## src/hdl/x86d_pkg.sv

```systemverilog
// Shared types, opcode constants and helpers for the 16-bit x86 decode/execute block.
`timescale 1ns / 1ps

package x86d_pkg;

	// Operation codes
	localparam logic [2:0] OP_MOV  = 3'd0;
	localparam logic [2:0] OP_ADD  = 3'd1;
	localparam logic [2:0] OP_SUB  = 3'd2;
	localparam logic [2:0] OP_CMP  = 3'd3;
	localparam logic [2:0] OP_NONE = 3'd4;

	// Instruction forms
	localparam logic [2:0] FORM_REG_RM   = 3'd0;
	localparam logic [2:0] FORM_IMM_RM   = 3'd1;
	localparam logic [2:0] FORM_IMM_ACC  = 3'd2;
	localparam logic [2:0] FORM_ACC_ADDR = 3'd3;
	localparam logic [2:0] FORM_IMM_REG  = 3'd4;

	// Register file
	localparam int          RF_DEPTH = 8;
	localparam int          RF_AW    = $clog2(RF_DEPTH);
	localparam logic [3:0]  NO_REG   = 4'd8;
	localparam logic [1:0]  MOD_REG  = 2'd3;
	localparam logic [2:0]  RM_DIRECT = 3'd6;

	// Opcode groups, top six bits of the opcode
	localparam logic [5:0] G6_MOV_RM   = 6'b100010;
	localparam logic [5:0] G6_ADD_RM   = 6'b000000;
	localparam logic [5:0] G6_SUB_RM   = 6'b001010;
	localparam logic [5:0] G6_CMP_RM   = 6'b001110;
	localparam logic [5:0] G6_GRP_IMM  = 6'b100000;
	localparam logic [5:0] G6_MOV_ADDR = 6'b101000;
	// Opcode groups, top seven bits of the opcode
	localparam logic [6:0] G7_MOV_IMM_RM = 7'b1100011;
	localparam logic [6:0] G7_ADD_ACC    = 7'b0000010;
	localparam logic [6:0] G7_SUB_ACC    = 7'b0010110;
	localparam logic [6:0] G7_CMP_ACC    = 7'b0011110;
	// Top four bits of mov immediate to register
	localparam logic [3:0] G4_MOV_IMM_REG = 4'b1011;

	// reg field of the immediate group
	localparam logic [2:0] GRP_ADD = 3'd0;
	localparam logic [2:0] GRP_SUB = 3'd5;
	localparam logic [2:0] GRP_CMP = 3'd7;

	// Decoded instruction, carried from decode into the execute stage
	typedef struct packed {
		logic [2:0]            op;
		logic [2:0]            form;
		logic [2:0]            len;
		logic                  w;
		logic                  dir;
		logic [1:0]            mode;
		logic [2:0]            reg_f;
		logic [2:0]            rm;
		logic [15:0]           disp;
		logic [15:0]           imm;
		logic                  can_write;
		logic                  src_is_reg;
		logic [15:0]           src_imm;
		logic [RF_AW-1:0]      wr_idx;
		logic [RF_AW-1:0]      src_idx;
	} dec_t;

	// One result transaction
	typedef struct packed {
		logic [2:0]  op;
		logic [2:0]  form;
		logic [2:0]  len;
		logic        w;
		logic        dir;
		logic [1:0]  mode;
		logic [2:0]  reg_f;
		logic [2:0]  rm;
		logic [15:0] disp;
		logic [15:0] imm;
		logic [3:0]  dst;
		logic [15:0] nv;
	} res_t;

	// Sign-extend a byte to a word
	function automatic logic [15:0] sext8(input logic [7:0] v);
		return {{8{v[7]}}, v};
	endfunction

	// Number of displacement bytes that follow the addressing byte
	function automatic logic [1:0] disp_bytes(input logic [1:0] mode, input logic [2:0] rm);
		logic [1:0] n;
		case (mode)
			2'd0: n = (rm == RM_DIRECT) ? 2'd2 : 2'd0;
			2'd1: n = 2'd1;
			2'd2: n = 2'd2;
			default: n = 2'd0;
		endcase
		return n;
	endfunction

	// Word address of a register index at the given width
	function automatic logic [RF_AW-1:0] rf_addr(input logic [RF_AW-1:0] idx, input logic w);
		return w ? idx : {1'b0, idx[RF_AW-2:0]};
	endfunction

endpackage

```

## src/hdl/x86_16bit_decode_execute.sv

```systemverilog
// Top level: 16-bit x86 mov/add/sub/cmp decoder with register-file execution.
`timescale 1ns / 1ps

// Usage
//   Instruction channel: byte0..byte5 with insn_valid / insn_stall. A transaction
//   completes on a rising edge with insn_valid high and insn_stall low.
//   Result channel: decoded fields, dest_register and new_value with res_valid /
//   res_stall, one result per instruction, in order.
//   cfg_write / cfg_data set exec_enable; write it only while the block is idle.
// Pipeline and throughput
//   Decode and register read load the execute-stage register; execute and
//   write-back load the output register.
//   One instruction per cycle sustained while res_stall is low; the register-file
//   read and the previous instruction's write-back share a cycle, with a bypass
//   on a matching address, so back-to-back dependent instructions run at full rate.
// Reset
//   arst_n clears exec_enable, the pipeline valids and the register-file valid
//   bits, so every register reads as zero until written.
// Stall
//   While res_stall holds a waiting result, the execute stage keeps its
//   instruction and insn_stall rises once that stage is also occupied.
module x86_16bit_decode_execute (
	input  logic               clk,
	input  logic               arst_n,
	input  logic               cfg_write,
	input  logic               cfg_data,
	input  logic               insn_valid,
	output logic               insn_stall,
	input  logic [7:0]         byte0,
	input  logic [7:0]         byte1,
	input  logic [7:0]         byte2,
	input  logic [7:0]         byte3,
	input  logic [7:0]         byte4,
	input  logic [7:0]         byte5,
	output logic               res_valid,
	input  logic               res_stall,
	output logic [2:0]         operation,
	output logic [2:0]         form,
	output logic [2:0]         length,
	output logic               word_op,
	output logic               direction,
	output logic [1:0]         mode_field,
	output logic [2:0]         reg_field,
	output logic [2:0]         rm_field,
	output logic signed [15:0] displacement,
	output logic signed [15:0] immediate,
	output logic [3:0]         dest_register,
	output logic [15:0]        new_value
);

	localparam int AW = x86d_pkg::RF_AW;

	logic              exec_enable_q;
	x86d_pkg::dec_t    dec;
	x86d_pkg::dec_t    dec_s1;
	logic              valid_s1;
	logic [15:0]       rd_a_s1;
	logic [15:0]       rd_b_s1;
	x86d_pkg::res_t    res;
	x86d_pkg::res_t    out_q;
	logic              out_valid_q;
	logic              s1_adv;
	logic              insn_acc;

	logic [15:0]       rf_mem [x86d_pkg::RF_DEPTH];
	logic [x86d_pkg::RF_DEPTH-1:0] rf_valid_q;
	logic              rf_we;
	logic [AW-1:0]     rf_waddr;
	logic [15:0]       rf_wdata;
	logic [AW-1:0]     ra_a;
	logic [AW-1:0]     ra_b;

	// Configuration register
	always_ff @(posedge clk or negedge arst_n) begin
		if (!arst_n) begin
			exec_enable_q <= 1'b0;
		end else if (cfg_write) begin
			exec_enable_q <= cfg_data;
		end
	end

	// Handshake
	assign s1_adv     = valid_s1 && (!out_valid_q || !res_stall);
	assign insn_stall = valid_s1 && !s1_adv;
	assign insn_acc   = insn_valid && !insn_stall;

	// Decode
	always_comb begin
		logic [5:0] g6;
		logic [6:0] g7;
		logic [1:0] nd;
		logic [2:0] p;
		logic [7:0] lo;
		logic [7:0] hi;
		logic       is_mov;
		logic       s_bit;
		g6 = byte0[7:2];
		g7 = byte0[7:1];
		nd = 2'd0;
		p  = 3'd2;
		lo = 8'h00;
		hi = 8'h00;
		is_mov = 1'b0;
		s_bit  = 1'b0;
		dec = '0;
		dec.op  = x86d_pkg::OP_NONE;
		dec.len = 3'd1;

		if (g6 inside {x86d_pkg::G6_MOV_RM, x86d_pkg::G6_ADD_RM,
				x86d_pkg::G6_SUB_RM, x86d_pkg::G6_CMP_RM}) begin
			// register with register/memory
			if (g6 == x86d_pkg::G6_MOV_RM)      dec.op = x86d_pkg::OP_MOV;
			else if (g6 == x86d_pkg::G6_ADD_RM) dec.op = x86d_pkg::OP_ADD;
			else if (g6 == x86d_pkg::G6_SUB_RM) dec.op = x86d_pkg::OP_SUB;
			else                                dec.op = x86d_pkg::OP_CMP;
			dec.form  = x86d_pkg::FORM_REG_RM;
			dec.w     = byte0[0];
			dec.dir   = byte0[1];
			dec.mode  = byte1[7:6];
			dec.reg_f = byte1[5:3];
			dec.rm    = byte1[2:0];
			nd = x86d_pkg::disp_bytes(dec.mode, dec.rm);
			dec.len = 3'd2 + {1'b0, nd};
			if (nd == 2'd1)      dec.disp = x86d_pkg::sext8(byte2);
			else if (nd == 2'd2) dec.disp = {byte3, byte2};
			if (dec.mode == x86d_pkg::MOD_REG) begin
				dec.can_write  = 1'b1;
				dec.src_is_reg = 1'b1;
				dec.wr_idx  = dec.dir ? dec.reg_f : dec.rm;
				dec.src_idx = dec.dir ? dec.rm : dec.reg_f;
			end
		end else if (g6 == x86d_pkg::G6_GRP_IMM || g7 == x86d_pkg::G7_MOV_IMM_RM) begin
			// immediate to register/memory
			is_mov    = (g7 == x86d_pkg::G7_MOV_IMM_RM);
			s_bit     = is_mov ? 1'b0 : byte0[1];
			dec.form  = x86d_pkg::FORM_IMM_RM;
			dec.w     = byte0[0];
			dec.mode  = byte1[7:6];
			dec.reg_f = byte1[5:3];
			dec.rm    = byte1[2:0];
			if (is_mov)                             dec.op = x86d_pkg::OP_MOV;
			else if (dec.reg_f == x86d_pkg::GRP_ADD) dec.op = x86d_pkg::OP_ADD;
			else if (dec.reg_f == x86d_pkg::GRP_SUB) dec.op = x86d_pkg::OP_SUB;
			else if (dec.reg_f == x86d_pkg::GRP_CMP) dec.op = x86d_pkg::OP_CMP;
			else                                    dec.op = x86d_pkg::OP_NONE;
			nd = x86d_pkg::disp_bytes(dec.mode, dec.rm);
			if (nd == 2'd1)      dec.disp = x86d_pkg::sext8(byte2);
			else if (nd == 2'd2) dec.disp = {byte3, byte2};
			p = 3'd2 + {1'b0, nd};
			case (nd)
				2'd0: begin
					lo = byte2;
					hi = byte3;
				end
				2'd1: begin
					lo = byte3;
					hi = byte4;
				end
				default: begin
					lo = byte4;
					hi = byte5;
				end
			endcase
			if (dec.w && !s_bit) begin
				dec.imm = {hi, lo};
				dec.len = p + 3'd2;
			end else begin
				dec.imm = x86d_pkg::sext8(lo);
				dec.len = p + 3'd1;
			end
			dec.src_imm = dec.w ? dec.imm : {8'h00, dec.imm[7:0]};
			if (dec.mode == x86d_pkg::MOD_REG) begin
				dec.can_write = 1'b1;
				dec.wr_idx    = dec.rm;
			end
		end else if (g7 inside {x86d_pkg::G7_ADD_ACC, x86d_pkg::G7_SUB_ACC,
				x86d_pkg::G7_CMP_ACC}) begin
			// immediate with the accumulator
			if (g7 == x86d_pkg::G7_ADD_ACC)      dec.op = x86d_pkg::OP_ADD;
			else if (g7 == x86d_pkg::G7_SUB_ACC) dec.op = x86d_pkg::OP_SUB;
			else                                 dec.op = x86d_pkg::OP_CMP;
			dec.form = x86d_pkg::FORM_IMM_ACC;
			dec.w    = byte0[0];
			dec.dir  = 1'b1;
			if (dec.w) begin
				dec.imm = {byte2, byte1};
				dec.len = 3'd3;
			end else begin
				dec.imm = x86d_pkg::sext8(byte1);
				dec.len = 3'd2;
			end
			dec.src_imm   = dec.w ? dec.imm : {8'h00, dec.imm[7:0]};
			dec.can_write = 1'b1;
		end else if (g6 == x86d_pkg::G6_MOV_ADDR) begin
			// accumulator with a direct address, memory only
			dec.op   = x86d_pkg::OP_MOV;
			dec.form = x86d_pkg::FORM_ACC_ADDR;
			dec.w    = byte0[0];
			dec.dir  = ~byte0[1];
			dec.disp = {byte2, byte1};
			dec.len  = 3'd3;
		end else if (byte0[7:4] == x86d_pkg::G4_MOV_IMM_REG) begin
			// mov immediate to register
			dec.op    = x86d_pkg::OP_MOV;
			dec.form  = x86d_pkg::FORM_IMM_REG;
			dec.w     = byte0[3];
			dec.dir   = 1'b1;
			dec.reg_f = byte0[2:0];
			if (dec.w) begin
				dec.imm = {byte2, byte1};
				dec.len = 3'd3;
			end else begin
				dec.imm = x86d_pkg::sext8(byte1);
				dec.len = 3'd2;
			end
			dec.src_imm   = dec.w ? dec.imm : {8'h00, dec.imm[7:0]};
			dec.can_write = 1'b1;
			dec.wr_idx    = dec.reg_f;
		end
	end

	// Register file read addresses (destination and source)
	assign ra_a = x86d_pkg::rf_addr(dec.wr_idx, dec.w);
	assign ra_b = x86d_pkg::rf_addr(dec.src_idx, dec.w);

	// Execute stage valid
	always_ff @(posedge clk or negedge arst_n) begin
		if (!arst_n) begin
			valid_s1 <= 1'b0;
		end else if (insn_acc) begin
			valid_s1 <= 1'b1;
		end else if (s1_adv) begin
			valid_s1 <= 1'b0;
		end
	end

	// Decoded instruction and registered reads, with write-back bypass
	always_ff @(posedge clk) begin
		if (insn_acc) begin
			dec_s1 <= dec;
			if (rf_we && rf_waddr == ra_a)
				rd_a_s1 <= rf_wdata;
			else
				rd_a_s1 <= rf_valid_q[ra_a] ? rf_mem[ra_a] : 16'h0000;
			if (rf_we && rf_waddr == ra_b)
				rd_b_s1 <= rf_wdata;
			else
				rd_b_s1 <= rf_valid_q[ra_b] ? rf_mem[ra_b] : 16'h0000;
		end
	end

	// Execute: operand select, ALU and merge into the full register
	always_comb begin
		logic [15:0] a_val;
		logic [15:0] s_val;
		logic [15:0] r;
		a_val = dec_s1.w ? rd_a_s1 :
			{8'h00, dec_s1.wr_idx[AW-1] ? rd_a_s1[15:8] : rd_a_s1[7:0]};
		if (dec_s1.src_is_reg)
			s_val = dec_s1.w ? rd_b_s1 :
				{8'h00, dec_s1.src_idx[AW-1] ? rd_b_s1[15:8] : rd_b_s1[7:0]};
		else
			s_val = dec_s1.src_imm;
		case (dec_s1.op)
			x86d_pkg::OP_MOV: r = s_val;
			x86d_pkg::OP_ADD: r = a_val + s_val;
			default:          r = a_val - s_val;
		endcase
		rf_waddr = x86d_pkg::rf_addr(dec_s1.wr_idx, dec_s1.w);
		if (dec_s1.w)
			rf_wdata = r;
		else if (dec_s1.wr_idx[AW-1])
			rf_wdata = {r[7:0], rd_a_s1[7:0]};
		else
			rf_wdata = {rd_a_s1[15:8], r[7:0]};
		rf_we = s1_adv && dec_s1.can_write && exec_enable_q &&
			(dec_s1.op == x86d_pkg::OP_MOV || dec_s1.op == x86d_pkg::OP_ADD ||
			 dec_s1.op == x86d_pkg::OP_SUB);

		res.op    = dec_s1.op;
		res.form  = dec_s1.form;
		res.len   = dec_s1.len;
		res.w     = dec_s1.w;
		res.dir   = dec_s1.dir;
		res.mode  = dec_s1.mode;
		res.reg_f = dec_s1.reg_f;
		res.rm    = dec_s1.rm;
		res.disp  = dec_s1.disp;
		res.imm   = dec_s1.imm;
		res.dst   = rf_we ? {1'b0, rf_waddr} : x86d_pkg::NO_REG;
		res.nv    = rf_we ? rf_wdata : 16'h0000;
	end

	// Register file storage
	always_ff @(posedge clk) begin
		if (rf_we)
			rf_mem[rf_waddr] <= rf_wdata;
	end

	// Per-entry valid bits, unwritten entries read as zero
	always_ff @(posedge clk or negedge arst_n) begin
		if (!arst_n) begin
			rf_valid_q <= '0;
		end else if (rf_we) begin
			rf_valid_q[rf_waddr] <= 1'b1;
		end
	end

	// Output register
	always_ff @(posedge clk or negedge arst_n) begin
		if (!arst_n) begin
			out_valid_q <= 1'b0;
		end else if (s1_adv) begin
			out_valid_q <= 1'b1;
		end else if (!res_stall) begin
			out_valid_q <= 1'b0;
		end
	end

	always_ff @(posedge clk) begin
		if (s1_adv)
			out_q <= res;
	end

	assign res_valid     = out_valid_q;
	assign operation     = out_q.op;
	assign form          = out_q.form;
	assign length        = out_q.len;
	assign word_op       = out_q.w;
	assign direction     = out_q.dir;
	assign mode_field    = out_q.mode;
	assign reg_field     = out_q.reg_f;
	assign rm_field      = out_q.rm;
	assign displacement  = out_q.disp;
	assign immediate     = out_q.imm;
	assign dest_register = out_q.dst;
	assign new_value     = out_q.nv;

	// Checks
	a_no_write_when_disabled: assert property (@(posedge clk) disable iff (!arst_n)
		!exec_enable_q |-> !rf_we)
		else $error("register file written with execution disabled");

	a_written_entry_valid: assert property (@(posedge clk) disable iff (!arst_n)
		rf_we |=> rf_valid_q[$past(rf_waddr)])
		else $error("written register entry not marked valid");

	a_byte_dest_low: assert property (@(posedge clk) disable iff (!arst_n)
		res_valid && dest_register != x86d_pkg::NO_REG && !word_op |->
		dest_register < 4'd4)
		else $error("byte write reported on an invalid full register");

	a_no_dest_no_value: assert property (@(posedge clk) disable iff (!arst_n)
		res_valid && dest_register == x86d_pkg::NO_REG |-> new_value == 16'h0000)
		else $error("new value reported without a register write");

endmodule

```

## config.mk

```make
export PLATFORM = sky130hd
export DESIGN_NAME = x86_16bit_decode_execute
export DESIGN_NICKNAME = d
export VERILOG_FILES = /design/src/hdl/x86d_pkg.sv /design/src/hdl/x86_16bit_decode_execute.sv
export SDC_FILE = /design/constraint.sdc
export NUM_CORES = 1
export LEC_CHECK = 0
export BUFFER_PORTS_ARGS = -buffer_cell sky130_fd_sc_hd__buf_2
export CAP_MARGIN = 20
export CORE_MARGIN = 2
export CORE_UTILIZATION = 60
export DETAILED_ROUTE_END_ITERATION = 12
export PLACE_DENSITY = 0.77
export SLEW_MARGIN = 25
export SYNTH_ARGS = -nofsm -noshare
export SYNTH_HDL_FRONTEND = slang
export SYNTH_SLANG_ARGS = --single-unit
```

## constraint.sdc

```tcl
create_clock -name clk -period 6.9 [get_ports clk]
set_clock_uncertainty 0.2 [all_clocks]
set_input_delay 1.035 -clock clk [delete_from_list [all_inputs] [get_ports clk]]
set_output_delay 1.035 -clock clk [all_outputs]
set_load 0.005 [all_outputs]
```

; Word-level counts from Yosys, hierarchy flattened
; Memory sizes are Yosys's and may differ from the RTL's.
; Index checks and enable logic that the tools add are counted.
; W data, S select, Z words.
[totals]
word_cells = 194
n_memories = 1
in_bits = 54
regBits = 189
mem_bits_ro = 0
latchBits = 0
ram_bits = 128
out_inout_bits = 73
[mem_list]
columns = memory, words, width, rd, rd_ports_with_merged_regs, wr, line_no
row1 = rf_mem, 8, 16, 2, 0, 1, x86_16bit_decode_execute.sv:65  ; logic [15:0] rf_mem [x86d_pkg::RF_DEPTH];
[op_classes]
reduce_logical = 29
n_bitwise = 2
n_lt_le_gt_ge = 4
n_div = 0
eq_ne = 25
n_mul = 0
n_mux = 91
addsub = 6
shifts = 0
[op_table]
columns = operator, n
row1 = $mux W16, 23
row2 = $mux W19, 3
row3 = $mux W3, 19
row4 = $mux W17, 3
row5 = $mux W35, 1
row6 = $mux W11, 3
row7 = $mux W33, 1
row8 = $pmux W16 S2, 1
row9 = $pmux W8 S2, 2
row10 = $eq A6 B6 Y1 const B, 3
row11 = $mux W2, 9
row12 = $mux W1, 17
row13 = $add A16 B16 Y16, 1
row14 = $mux W8, 2
row15 = $sub A16 B16 Y16, 1
row16 = $eq A7 B5 Y1 const B, 2
row17 = $eq A6 B4 Y1 const B, 2
row18 = $lt A3 B4 Y1 const B, 3
row19 = $logic_and A1 B1 Y1, 10
row20 = $mux W10, 1
row21 = $eq A3 B3 Y1 const B, 3
row22 = $eq A2 B2 Y1 const B, 4
row23 = $or A8 B8 Y8, 1
row24 = $eq A7 B2 Y1 const B, 1
row25 = 27 further kinds, 41

; Logic depth before layout (Yosys ltp)
; Gate-level depths: netlist (run 1).
[logic_depth]
depth_word = 16
depth_mapped = 19
ltp_nobuf = 16

; Worst setup path before layout (run 1)
; OpenSTA, ideal clock, no wires.
[synth_path]
path_kind = input -> register
start = input port res_stall
end = memory rf_mem[0][0] (enable)
t_arrival_ns = 5.175
path_buffers = 0
path_stages = 4
setup_slack_ns = 1.086
setup_time_ns = 0.438
required_ns = 6.262
cell_sequence = nand2_1 and2_1 nand4_1 nor4b_1
[synth_between]
elab_chain_len = 8
[synth_lines]
columns = item, line_no
row1 = "start, declared", x86_16bit_decode_execute.sv:36  ; input logic res_stall,
row2 = $logic_not A1 Y1, n/a
row3 = $logic_or A1 B1 Y1, x86_16bit_decode_execute.sv:83  ; assign s1_adv = valid_s1 && (!out_valid_q || !res_stall);
row4 = $logic_and A1 B1 Y1, x86_16bit_decode_execute.sv:83
row5 = net s1_adv, x86_16bit_decode_execute.sv:62  ; logic s1_adv;
row6 = $logic_and A1 B1 Y1 (3 in a row), x86_16bit_decode_execute.sv:276  ; rf_we = s1_adv && dec_s1.can_write && exec_enable_q &&
row7 = $mux W1, x86_16bit_decode_execute.sv:296  ; if (rf_we)
row8 = $mux W1 (implied by the code), x86_16bit_decode_execute.sv:297  ; rf_mem[rf_waddr] <= rf_wdata;
row9 = "end, declared", x86_16bit_decode_execute.sv:65
; The timed path passes the listed nets, and every way through them passes these cells.

; Worst setup path in the final report (run 1)
[layout_path]
start = register dec_s1[2] in the netlist's numbering
end = memory rf_mem[4][13], data pin
[layout_between]
elab_chain_len = 7
elab_cells_between_ends = 8
cone_classes = add/sub: 2 / mux: 6
[layout_lines]
columns = item, line_no
row1 = "start, declared", x86_16bit_decode_execute.sv:55  ; x86d_pkg::dec_t dec_s1;
row2 = "start signal, assigned", x86_16bit_decode_execute.sv:240  ; dec_s1 <= dec;
row3 = $mux W8 (*), x86_16bit_decode_execute.sv:261  ; {8'h00, dec_s1.src_idx[AW-1] ? rd_b_s1[15:8] : rd_b_s1[7:0]};
row4 = $mux W16 (*), x86_16bit_decode_execute.sv:260  ; s_val = dec_s1.w ? rd_b_s1 :
row5 = $mux W16 (*), x86_16bit_decode_execute.sv:259  ; if (dec_s1.src_is_reg)
row6 = $sub A16 B16 Y16 or $add A16 B16 Y16 (tied branches), "x86_16bit_decode_execute.sv:267, x86_16bit_decode_execute.sv:266"
row7 = $pmux W16 S2 (*), x86_16bit_decode_execute.sv:264  ; case (dec_s1.op)
row8 = $mux W16, x86_16bit_decode_execute.sv:272  ; else if (dec_s1.wr_idx[AW-1])
row9 = $mux W16 (*), x86_16bit_decode_execute.sv:270  ; if (dec_s1.w)
row10 = net rf_wdata[13], x86_16bit_decode_execute.sv:69  ; logic [15:0] rf_wdata;
; Mark *: on every way through the listed nets, which the timed path passes. The rest lies on a longest branch.

==> results of run 1 <==
[registers in the layout (all words and copies together), names as in the netlist, 8 cells and up]
name	flops
rf_mem	128
immediate	16
rd_a_s1	16
new_value	16
dec_s1	65
rd_b_s1	16
displacement	16
rf_valid_q	8
[path summary, 6_finish.rpt]
kind | slack [ps] | endpoint | cells after the start | startpoint
setup / recovery | 1050 | rf_mem[4][13]$_DFFE_PP_ | 15 | dec_s1[2]$_DFFE_PP_
hold / removal | 120 | rf_valid_q[3]$_DFFE_PN0P_ | 1 | arst_n
setup reg to reg | 1050 | rf_mem[4][13]$_DFFE_PP_ | 15 | dec_s1[2]$_DFFE_PP_
hold reg to reg | 220 | displacement[14]$_DFFE_PP_ | 0 | dec_s1[54]$_DFFE_PP_
max in group asynchronous | 6160 | valid_s1$_DFFE_PN0P_ | 1 | arst_n
min in group clk | 220 | displacement[14]$_DFFE_PP_ | 0 | dec_s1[54]$_DFFE_PP_
[metal layers]
layer	wire, um	up-vias	part of all wire (%)	GRT usage, %
met5	0	-	0	0
met2	18800	709	46	48.9
li1	-	5251	-	-
met1	16200	5585	40	42.1
met4	1360	0	3.4	10.2
met3	4030	112	10	4.09
[layout by cell type (no fill, tap or decap), drive strengths merged, types with 17 or more instances in the layout]
cell type and count:
a211oi 56, a21oi 63, a221oi 29, a22oi 18, a311oi 18, a31oi 25
and2 61, buf 149, clkbuf 43, edfxtp 296, ha 24, inv 29
mux2i 17, nand2 168, nand3 19, nor2 66, o21ai 69, o22ai 34
xnor2 20
[worst register-to-register path: stages (launching register included)]
cell and delay [ps]:
edfxtp_1 450, nor2b_1 480, mux2_2 400, mux2i_1 420
and2_0 420, nor2_1 90, xor2_1 170, ha_1 360
a21o_1 170, a221o_1 420, a311oi_1 510, o21bai_1 150
a21oi_1 200, xnor2_1 80, a221oi_1 700, inv_1 310
[layout make-up]
class                           instances  area (um^2)
Tap cell                              330          413
Fill cell                            1855         7950
Multi-Input combinational cell        887         5910
Clock buffer                           43          830
Sequential cell                       307         9160
Timing Repair Buffer                  149          807
Inverter                               30          113
Clock inverter                         12          143
[Yosys cell counts (all sizes together) (14+ instances only)]
cell type    n
a21oi       63
and2        61
xnor2       20
or2         14
a221oi      29
inv         29
mux4        15
nor2        66
a311oi      18
a22oi       18
ha          24
nand2      168
a211oi      56
buf         30
nand3       19
o21ai       69
o22ai       34
a31oi       25
edfxtp     296
mux2i       17
clkbuf      66
[kinds of logic after synthesis]
group | count (synthesis) | synth area share [%]
buf+inv | 126 | 3.27
simple gates | 401 | 12.6
flops | 307 | 59.0
compound gates | 391 | 17.6
fa+ha+maj | 25 | 2.06
xor+xnor | 32 | 1.81
mux | 38 | 3.71
[power breakdown]
part / leakage [nW] / switching, mW / internal [mW]
Clock: 0.468 / 0.677 / 0.912
Sequential: 2.96 / 0.0472 / 2.21
Combinational: 3.00 / 0.465 / 0.214
Total: 6.43 / 1.19 / 3.34
[per-stage QoR]
step,std cells,total power [mW]
after floorplan,1320,2.71
after global placement,1703,2.94
after detailed placement,1703,2.95
after CTS,1758,4.52
after global routing,1758,4.69
final,1758,4.53
==> results.py, run 1 <==
metrics = {
    "timing": {
        "final.setup.tns_ps": 0,
        "rsz0062_at_grt": "false",
        "finalWorstSetupSlack_ps": 1050,
        "final_max_slew_viol_count": 0,
        "finalCriticalPeriod_ps": 5850,
        "hold_ws_ps": 121,
        "finalSetupViolCount": 0,
        "fmax_mhz": 171,
        "worst_pin_slew_ps": 1080,
        "maxSlewHeadroom_pct": 27.0,
        "hold_viol_final": 0,
        "post-route-period-util_pct": 84.8,
    },
    "worst_setup_path": {
        "cp-start-kind": "flop",
        "cp.required_ps": 6950,
        "cp.buffers_inverters": 1,
        "cp-end-kind": "flop",
        "crit_slowest_cell": "a221oi_1",
        "cpPeakStageDelay_ps": 700,
        "path_class": "flop to flop",
        "path_cells": "nor2b_1 -> mux2_2 -> mux2i_1 -> and2_0 -> nor2_1 -> xor2_1 -> ha_1 -> a21o_1 -> a221o_1 -> a311oi_1 -> o21bai_1 -> a21oi_1 -> xnor2_1 -> a221oi_1 -> inv_1",
        "critPathArrivalTime_ps": 5910,
        "path_max_fanout": 8,
        "crit_family": "compound AO/OA/AOI/OAI gates",
    },
    "logic_synthesis": {
        "synth-seq-cells": 307,
        "async_reset_ff_share_pct": 3.58,
        "synthesis.instances": 1320,
        "ys_types": 72,
        "synth_top_area_share_pct": 57.2,
        "syn_nets": 1399,
        "synthTopCellsByArea": "edfxtp_1 57%, nand2_1 4.1%, a211oi_1 2.6%",
        "syn_avg_cell_area_um2": 11.8,
        "syn-cell-area_mm2": 0.0155,
        "synth-seq-area-share_pct": 59.0,
        "ys_warn_count": 0,
        "ys.flop_type": "edfxtp_1",
        "yosysTopAreaCell": "edfxtp_1",
        "synth_edf_count": 296,
    },
    "clock_tree": {
        "cts_root_buffer": "clkbuf_16",
        "htree_levels": 1,
        "postCtsResizedCells": 0,
        "cts.sinks": 307,
        "clkSlewWorstSetupHoldPaths_ps": 60,
        "clock_path_buffers": 3,
        "post_cts_buffers": 0,
        "worstSkewPairLatency_ps": 580,
        "cts_made_buffers": 30,
        "cts_hold_buf": 0,
        "cts_tree": "done",
    },
    "layout": {
        "nets": 1484,
        "drive_gt1_share_pct": 17.4,
        "area_growth_pct": 11.9,
        "antennaDiodeCount": 0,
        "final_area_mm2": 0.0174,
        "finalCoreUtilization_pct": 68.6,
    },
    "global_route": {
        "overflow": 0,
        "grt_max_degree": 89,
        "grt_pass1_vias": 11100,
        "antenna_found_initial": 0,
        "grt_use_total_pct": 30.0,
        "grt_pass1_wl_um": 62300,
    },
    "power": {
        "p_per_area_mw_per_mm2": 261,
        "p_leak_nw": 6.43,
        "ir_drop_v": 0.000251,
    },
    "route": {
        "drc_errors": 0,
        "ant_nets": 0,
        "vias": 11700,
        "drtPass1Iterations": 6,
        "vias_per_cell": 6.63,
        "drt_iter0_drc": 1681,
        "totalWireLength_um": 40400,
        "wl_per_cell_um": 23.0,
    },
    "die": {
        "core_mm2": 0.0253,
        "die_area_mm2": 0.0272,
        "die_y_um": 165,
        "initial_utilization_pct": 61.3,
        "std_cell_rows": 58,
        "die_w_um": 165,
        "pin_count": 127,
    },
    "placed_design": {
        "port_buffers": 126,
        "globalplace.congestion": 0.955,
        "place_area_mm2": 0.0164,
        "dp_hpwl_um": 27600,
        "dp_slack_ps": 1170,
    },
    "outcome": {
        "outcome": "finished, final reports clean",
    },
    "hold_path": {
        "min_path_type": "input pin to asynchronous set/reset pin",
    },
    "run": {
        "cap_violations": 0,
    },
}
Note: power is estimated with default switching activity, not from simulation.
==> run 2: changes to the inputs <==
--- a/config.mk
+++ b/config.mk
@@ -5,12 +5,13 @@
 export SDC_FILE = /design/constraint.sdc
 export NUM_CORES = 1
 export LEC_CHECK = 0
+export ABC_AREA = 1
 export BUFFER_PORTS_ARGS = -buffer_cell sky130_fd_sc_hd__buf_2
 export CAP_MARGIN = 20
 export CORE_MARGIN = 2
-export CORE_UTILIZATION = 60
+export CORE_UTILIZATION = 61
 export DETAILED_ROUTE_END_ITERATION = 12
-export PLACE_DENSITY = 0.77
+export PLACE_DENSITY = 0.78
 export SLEW_MARGIN = 25
 export SYNTH_ARGS = -nofsm -noshare
 export SYNTH_HDL_FRONTEND = slang
==> constraint.sdc (replaced) <==
create_clock -name clk -period 5.6 [get_ports clk]
set_clock_uncertainty 0.2 [all_clocks]
set_input_delay 0.84 -clock clk [delete_from_list [all_inputs] [get_ports clk]]
set_output_delay 0.84 -clock clk [all_outputs]
set_load 0.005 [all_outputs]
==> results.py, run 2 <==
metrics = {
    "outcome": {
        "outcome": "finished, final reports clean",
    },
    "layout": {
        "area_growth_pct": 11.9,
        "multi_input_area_mm2": 0.00631,
        "top_regs": "rf_mem x128, dec_s1 x65",
        "layout_commonest_cell": "nand2_1",
        "finalCoreUtilization_pct": 69.3,
        "ff_latch_area_mm2": 0.00916,
        "nets": 2027,
        "fillers": 2072,
        "largest_reg_flops": 128,
        "max_flop_register": "rf_mem",
        "layout_common_cells": "562 x nand2_1, 296 x edfxtp_1, 208 x o21ai_0",
        "layoutNonFillerInstCount": 2315,
        "drive_gt1_share_pct": 14.3,
    },
    "route": {
        "drt_iter0_drc": 1826,
        "wl_per_cell_um": 20.6,
        "vias": 14300,
        "vias_per_cell": 6.16,
        "drc_errors": 0,
        "drtPass1Iterations": 7,
        "ant_nets": 0,
        "totalWireLength_um": 47600,
    },
    "clock_tree": {
        "cts_tree": "done",
        "clock_path_buffers": 3,
        "cts_made_buffers": 34,
        "clkSlewWorstSetupHoldPaths_ps": 60,
        "worstSkewPairLatency_ps": 520,
        "cts_root_buffer": "clkbuf_16",
        "htree_levels": 2,
        "cts.sinks": 307,
    },
    "run": {
        "cap_violations": 0,
    },
    "die": {
        "std_cell_rows": 60,
        "core_mm2": 0.0268,
        "die_w_um": 169,
        "die_y_um": 169,
        "die_area_mm2": 0.0285,
        "pin_count": 127,
        "initial_utilization_pct": 61.9,
    },
    "logic_synthesis": {
        "synth_common_cells": "562 x nand2_1, 296 x edfxtp_1, 212 x o21ai_0",
        "post-synth-top-count-cell": "nand2_1",
        "yosysTopAreaCell": "edfxtp_1",
        "syn-cell-area_mm2": 0.0166,
        "synth_top_area_share_pct": 53.6,
        "synth_edf_count": 296,
        "ys_types": 53,
        "ys_warn_count": 0,
        "async_reset_ff_share_pct": 3.58,
        "synth-seq-cells": 307,
        "syn_avg_cell_area_um2": 9.02,
        "synthTopCellsByArea": "edfxtp_1 54%, nand2_1 13%, o21ai_0 6.4%",
        "synth-seq-area-share_pct": 55.2,
        "ys.flop_type": "edfxtp_1",
        "synthesis.instances": 1840,
        "syn_nets": 1919,
    },
    "timing": {
        "rsz0062_at_grt": "false",
        "worst_pin_slew_ps": 1090,
        "final.setup.tns_ps": 0,
        "hold_ws_ps": 217,
        "fmax_mhz": 204,
        "finalCriticalPeriod_ps": 4900,
        "finalSetupViolCount": 0,
        "post-route-period-util_pct": 87.5,
        "hold_viol_final": 0,
        "maxSlewHeadroom_pct": 26.7,
        "final_max_slew_viol_count": 0,
    },
    "power": {
        "p_leak_nw": 7.83,
        "p_per_area_mw_per_mm2": 313,
        "ir_drop_v": 0.000265,
    },
    "worst_setup_path": {
        "cp-end-kind": "flop",
        "cp.required_ps": 5670,
        "regToRegSetupSlack_ps": 700,
        "path_max_fanout": 20,
        "path_class": "flop to flop",
        "rr_worst_depth": 23,
        "r2r_start": "dec_s1[65]$_DFFE_PP_",
        "cp-start-kind": "flop",
        "rr_endpoint": "rd_b_s1[15]$_DFFE_PP_",
        "startpoint": "dec_s1[65]$_DFFE_PP_",
        "critPathArrivalTime_ps": 4960,
        "crit_end": "rd_b_s1[15]$_DFFE_PP_",
    },
    "placed_design": {
        "placed_cells": 2252,
        "dp_hpwl_um": 32100,
        "globalplace.congestion": 1.00,
        "port_buffers": 126,
    },
    "global_route": {
        "grt_max_degree": 72,
        "overflow": 0,
        "antenna_found_initial": 1,
        "grt_use_total_pct": 33.2,
        "grt_pass1_vias": 13400,
        "grt_pass1_wl_um": 73000,
    },
    "hold_path": {
        "min_path_type": "flop to flop",
    },
}
## run 2: how the worst min path moves through the flow
stage,start,slack (ps),to,cells after the start
global placement,dec_s1[58]$_DFFE_PP_,200,rm_field[2]$_DFFE_PP_,0
floorplan,dec_s1[64]$_DFFE_PP_,200,direction$_DFFE_PP_,0
global route,dec_s1[69]$_SDFFCE_PP0P_,220,form[0]$_DFFE_PP_,0
CTS,dec_s1[41]$_DFFE_PP_,220,displacement[1]$_DFFE_PP_,0
detailed placement,dec_s1[41]$_DFFE_PP_,200,displacement[1]$_DFFE_PP_,0
finish,dec_s1[35]$_SDFFCE_PP0P_,220,immediate[11]$_DFFE_PP_,0
## run 2: what timing repair did
action / 4_1_cts / 5_1_grt
buffers inserted: 0 / 0
hold endpoints to repair: 11 / 0
hold buffers: 1 / 0
gates resized for setup: 0 / 0
## run 2: final cells by class
cell class	instances	area share, %
antenna	1	0.0135
clock buffer	41	4.89
clock inverter	20	0.936
inverter	176	3.59
multi-input combinational	1266	34.0
sequential	307	49.3
tap	341	2.30
timing repair buffer	163	4.97
## run 2: per-layer routing
layer / routed length (um) / vias to the layer above / global-route usage, %
li1: - / 6548 / -
met3: 5220 / 161 / 5.49
met5: 0 / - / 0
met1: 17900 / 6606 / 43.6
met2: 22500 / 945 / 55.3
met4: 1990 / 0 / 13.8
## run 2: critical path, cell delays in order (launching register included)
cell and delay [ps]:
edfxtp_1 400, inv_1 70, buf_4 230, nand2_1 210, nand2_1 100, nand3_1 60
o21ai_0 190, inv_1 120, ha_1 260, inv_1 60, nor3_1 60, nor2_1 110
xor2_1 160, inv_1 60, ha_1 350, a21oi_1 200, a21boi_0 330, o21ai_0 190
o21ai_0 310, o21ai_0 240, o21ai_0 280, nand2_1 300, nand2_1 130, nand2_1 50
## run 2: cell families after synthesis
family / share of synthesized area (%)
AO/OA/AOI/OAI: 12.3
XOR/XNOR: 1.10
adder cells (fa/ha/maj): 1.93
buffers and inverters: 6.79
flip-flops: 55.2
multiplexers: 0.0679
AND/OR/NAND/NOR: 22.6
## run 2: where the power goes
part / internal (mW) / switching [mW]
registers: 2.73 / 0.0472
logic: 0.252 / 0.622
clock network: 1.26 / 0.913
## run 2: per-stage QoR
step / power [mW] / area (um^2) / setup WS [ps]
finish: 5.82 / 18600 / 703
global route: 6.00 / 18600 / 291
CTS: 5.81 / 18600 / 812
detailed placement: 3.67 / 17500 / 857
global placement: 3.65 / 17500 / 944
floorplan: 3.32 / 16600 / 537
==> run 3: changes to the inputs <==
--- a/config.mk
+++ b/config.mk
@@ -12,6 +12,7 @@
 export CORE_UTILIZATION = 61
 export DETAILED_ROUTE_END_ITERATION = 12
 export PLACE_DENSITY = 0.78
+export RECOVER_POWER = 100
 export SLEW_MARGIN = 25
 export SYNTH_ARGS = -nofsm -noshare
 export SYNTH_HDL_FRONTEND = slang
==> results.py, run 3 (synthesized netlist as in run 2, its figures left out) <==
metrics = {
    "outcome": {
        "outcome": "complete, but fails checks",
        "failed_checks": "capacitance limit, slew limit",
    },
    "power": {
        "p_int_mw": 4.23,
        "comb_power_share_pct": 14.6,
        "p_clk_share_pct": 37.5,
        "power_switching_share_pct": 27.3,
        "power_mw": 5.81,
        "p_leak_nw": 7.57,
        "p_seq_share_pct": 47.9,
        "ir_drop_v": 0.000267,
        "power.switching_mw": 1.58,
        "p_per_area_mw_per_mm2": 317,
    },
    "layout": {
        "max_flop_register": "rf_mem",
        "top_regs": "rf_mem x128, dec_s1 x65",
        "ff_latch_area_mm2": 0.00916,
        "finalCoreUtilization_pct": 68.4,
        "multi_input_area_mm2": 0.00619,
        "layoutNonFillerInstCount": 2315,
        "largest_reg_flops": 128,
        "area_growth_pct": 10.4,
        "layout_commonest_cell": "nand2_1",
        "nets": 2027,
        "drive_gt1_share_pct": 9.83,
        "fillers": 2158,
        "layout_common_cells": "563 x nand2_1, 296 x edfxtp_1, 232 x o21ai_0",
        "final_area_mm2": 0.0183,
    },
    "die": {
        "initial_utilization_pct": 61.9,
        "std_cell_rows": 60,
        "die_y_um": 169,
        "core_mm2": 0.0268,
        "pin_count": 127,
        "die_area_mm2": 0.0285,
        "die_w_um": 169,
    },
    "timing": {
        "finalSetupViolCount": 0,
        "rsz0062_at_grt": "false",
        "fmax_mhz": 195,
        "hold_ws_ps": 218,
        "maxSlewHeadroom_pct": -175,
        "hold_viol_final": 0,
        "worst_pin_slew_ps": 4130,
        "final.setup.tns_ps": 0,
        "post-route-period-util_pct": 91.6,
        "final_max_slew_viol_count": 140,
        "finalCriticalPeriod_ps": 5130,
        "finalWorstSetupSlack_ps": 471,
    },
    "route": {
        "drc_errors": 0,
        "vias": 14200,
        "wl_per_cell_um": 20.7,
        "drtPass1Iterations": 9,
        "ant_nets": 0,
        "drt_iter0_drc": 1945,
        "vias_per_cell": 6.13,
        "totalWireLength_um": 47800,
    },
    "worst_setup_path": {
        "cp.required_ps": 5730,
        "cp.buffers_inverters": 3,
        "cpPeakStageDelay_ps": 930,
        "path_cells": "clkbuf_1 -> nor2_1 -> clkbuf_1 -> o21ai_0 -> ha_1 -> a21oi_1 -> a21boi_0 -> o21ai_0 -> a21oi_1 -> o21ai_0 -> o21ai_0 -> nand2_1 -> o21ai_0 -> clkbuf_1 -> nand2_1 -> o21ai_0",
        "rr_worst_depth": 16,
        "path_max_fanout": 21,
        "cp_common_cell": "o21ai_0",
        "cp-end-kind": "flop",
        "path_class": "flop to flop",
        "crit_slowest_cell": "clkbuf_1",
        "crit_family": "compound AO/OA/AOI/OAI gates",
        "cp-start-kind": "flop",
        "worst-path-stages": 16,
        "critPathArrivalTime_ps": 5260,
    },
    "placed_design": {
        "place_area_mm2": 0.0175,
        "placed_cells": 2252,
        "dp_hpwl_um": 32100,
        "dp_slack_ps": 857,
        "port_buffers": 126,
        "globalplace.congestion": 1.00,
    },
    "global_route": {
        "grt_pass1_wl_um": 73000,
        "grt_max_degree": 72,
        "overflow": 0,
        "grt_pass1_vias": 13400,
        "grt_use_total_pct": 33.2,
        "antenna_found_initial": 1,
    },
    "clock_tree": {
        "worstSkewPairLatency_ps": 520,
        "post_cts_buffers": 0,
        "cts_hold_buf": 1,
        "cts_made_buffers": 34,
        "cts.sinks": 307,
        "clock_path_buffers": 3,
        "cts_tree": "done",
        "cts_root_buffer": "clkbuf_16",
        "clkSlewWorstSetupHoldPaths_ps": 60,
        "postCtsResizedCells": 0,
        "htree_levels": 2,
    },
    "hold_path": {
        "holdPathStages": 0,
        "min_path_type": "flop to flop",
    },
    "run": {
        "cap_violations": 5,
    },
}
==> run 3: changes by cell type in the layout (fill, tap and decap cells not counted), sizes merged <==
cell / change
clkinvlp: +1
clkbuf: +63
clkinv: -1
buf: -63
==> run 3: per-layer routing <==
layer / vias up / routed length, um / global-route usage [%]
li1: 6545 / - / -
met1: 6532 / 18100 / 43.6
met2: 966 / 22500 / 55.3
met3: 141 / 5260 / 5.49
met4: 0 / 1960 / 13.8
met5: - / 0 / 0
==> run 3: cell type report <==
type                    instances  share of cell area, %
well taps                     341                   2.33
clock inverters                20                  0.949
repair buffers                163                   4.34
multi-input cells            1266                   33.8
inverters                     176                   3.64
diodes                          1                 0.0137
clock buffers                  41                   4.96
flip-flops and latches        307                   50.0
==> run 3: worst register-to-register path, delay by kind of cell, from the launching register on <==
family / cells / cell delay, ps
flip-flops: 1 / 350
buffers and inverters: 3 / 1780
AND/OR/NAND/NOR: 3 / 390
adder cells (fa/ha/maj): 1 / 360
AO/OA/AOI/OAI: 9 / 1850
==> run 3: power by group through the flow <==
stage          Clock [mW]  Combinational, mW  Sequential [mW]
3_3_place_gp            0              0.838             2.82
4_1_cts              2.19              0.855             2.77
6_report             2.18              0.849             2.79
2_1_floorplan           0              0.512             2.81
3_5_place_dp            0              0.847             2.82
5_1_grt              2.27              0.926             2.79
==> run 3: final timing paths <==
check | start | end | slack [ps]
setup / recovery | dec_s1[65]$_DFFE_PP_ | rd_a_s1[7]$_DFFE_PP_ | 470
hold / removal | dec_s1[41]$_DFFE_PP_ | displacement[1]$_DFFE_PP_ | 220
setup reg to reg | dec_s1[65]$_DFFE_PP_ | rd_a_s1[7]$_DFFE_PP_ | 470
hold reg to reg | dec_s1[41]$_DFFE_PP_ | displacement[1]$_DFFE_PP_ | 220
max in group asynchronous | arst_n | exec_enable_q$_DFFE_PN0P_ | 4140
min in group asynchronous | arst_n | rf_valid_q[6]$_DFFE_PN0P_ | 650
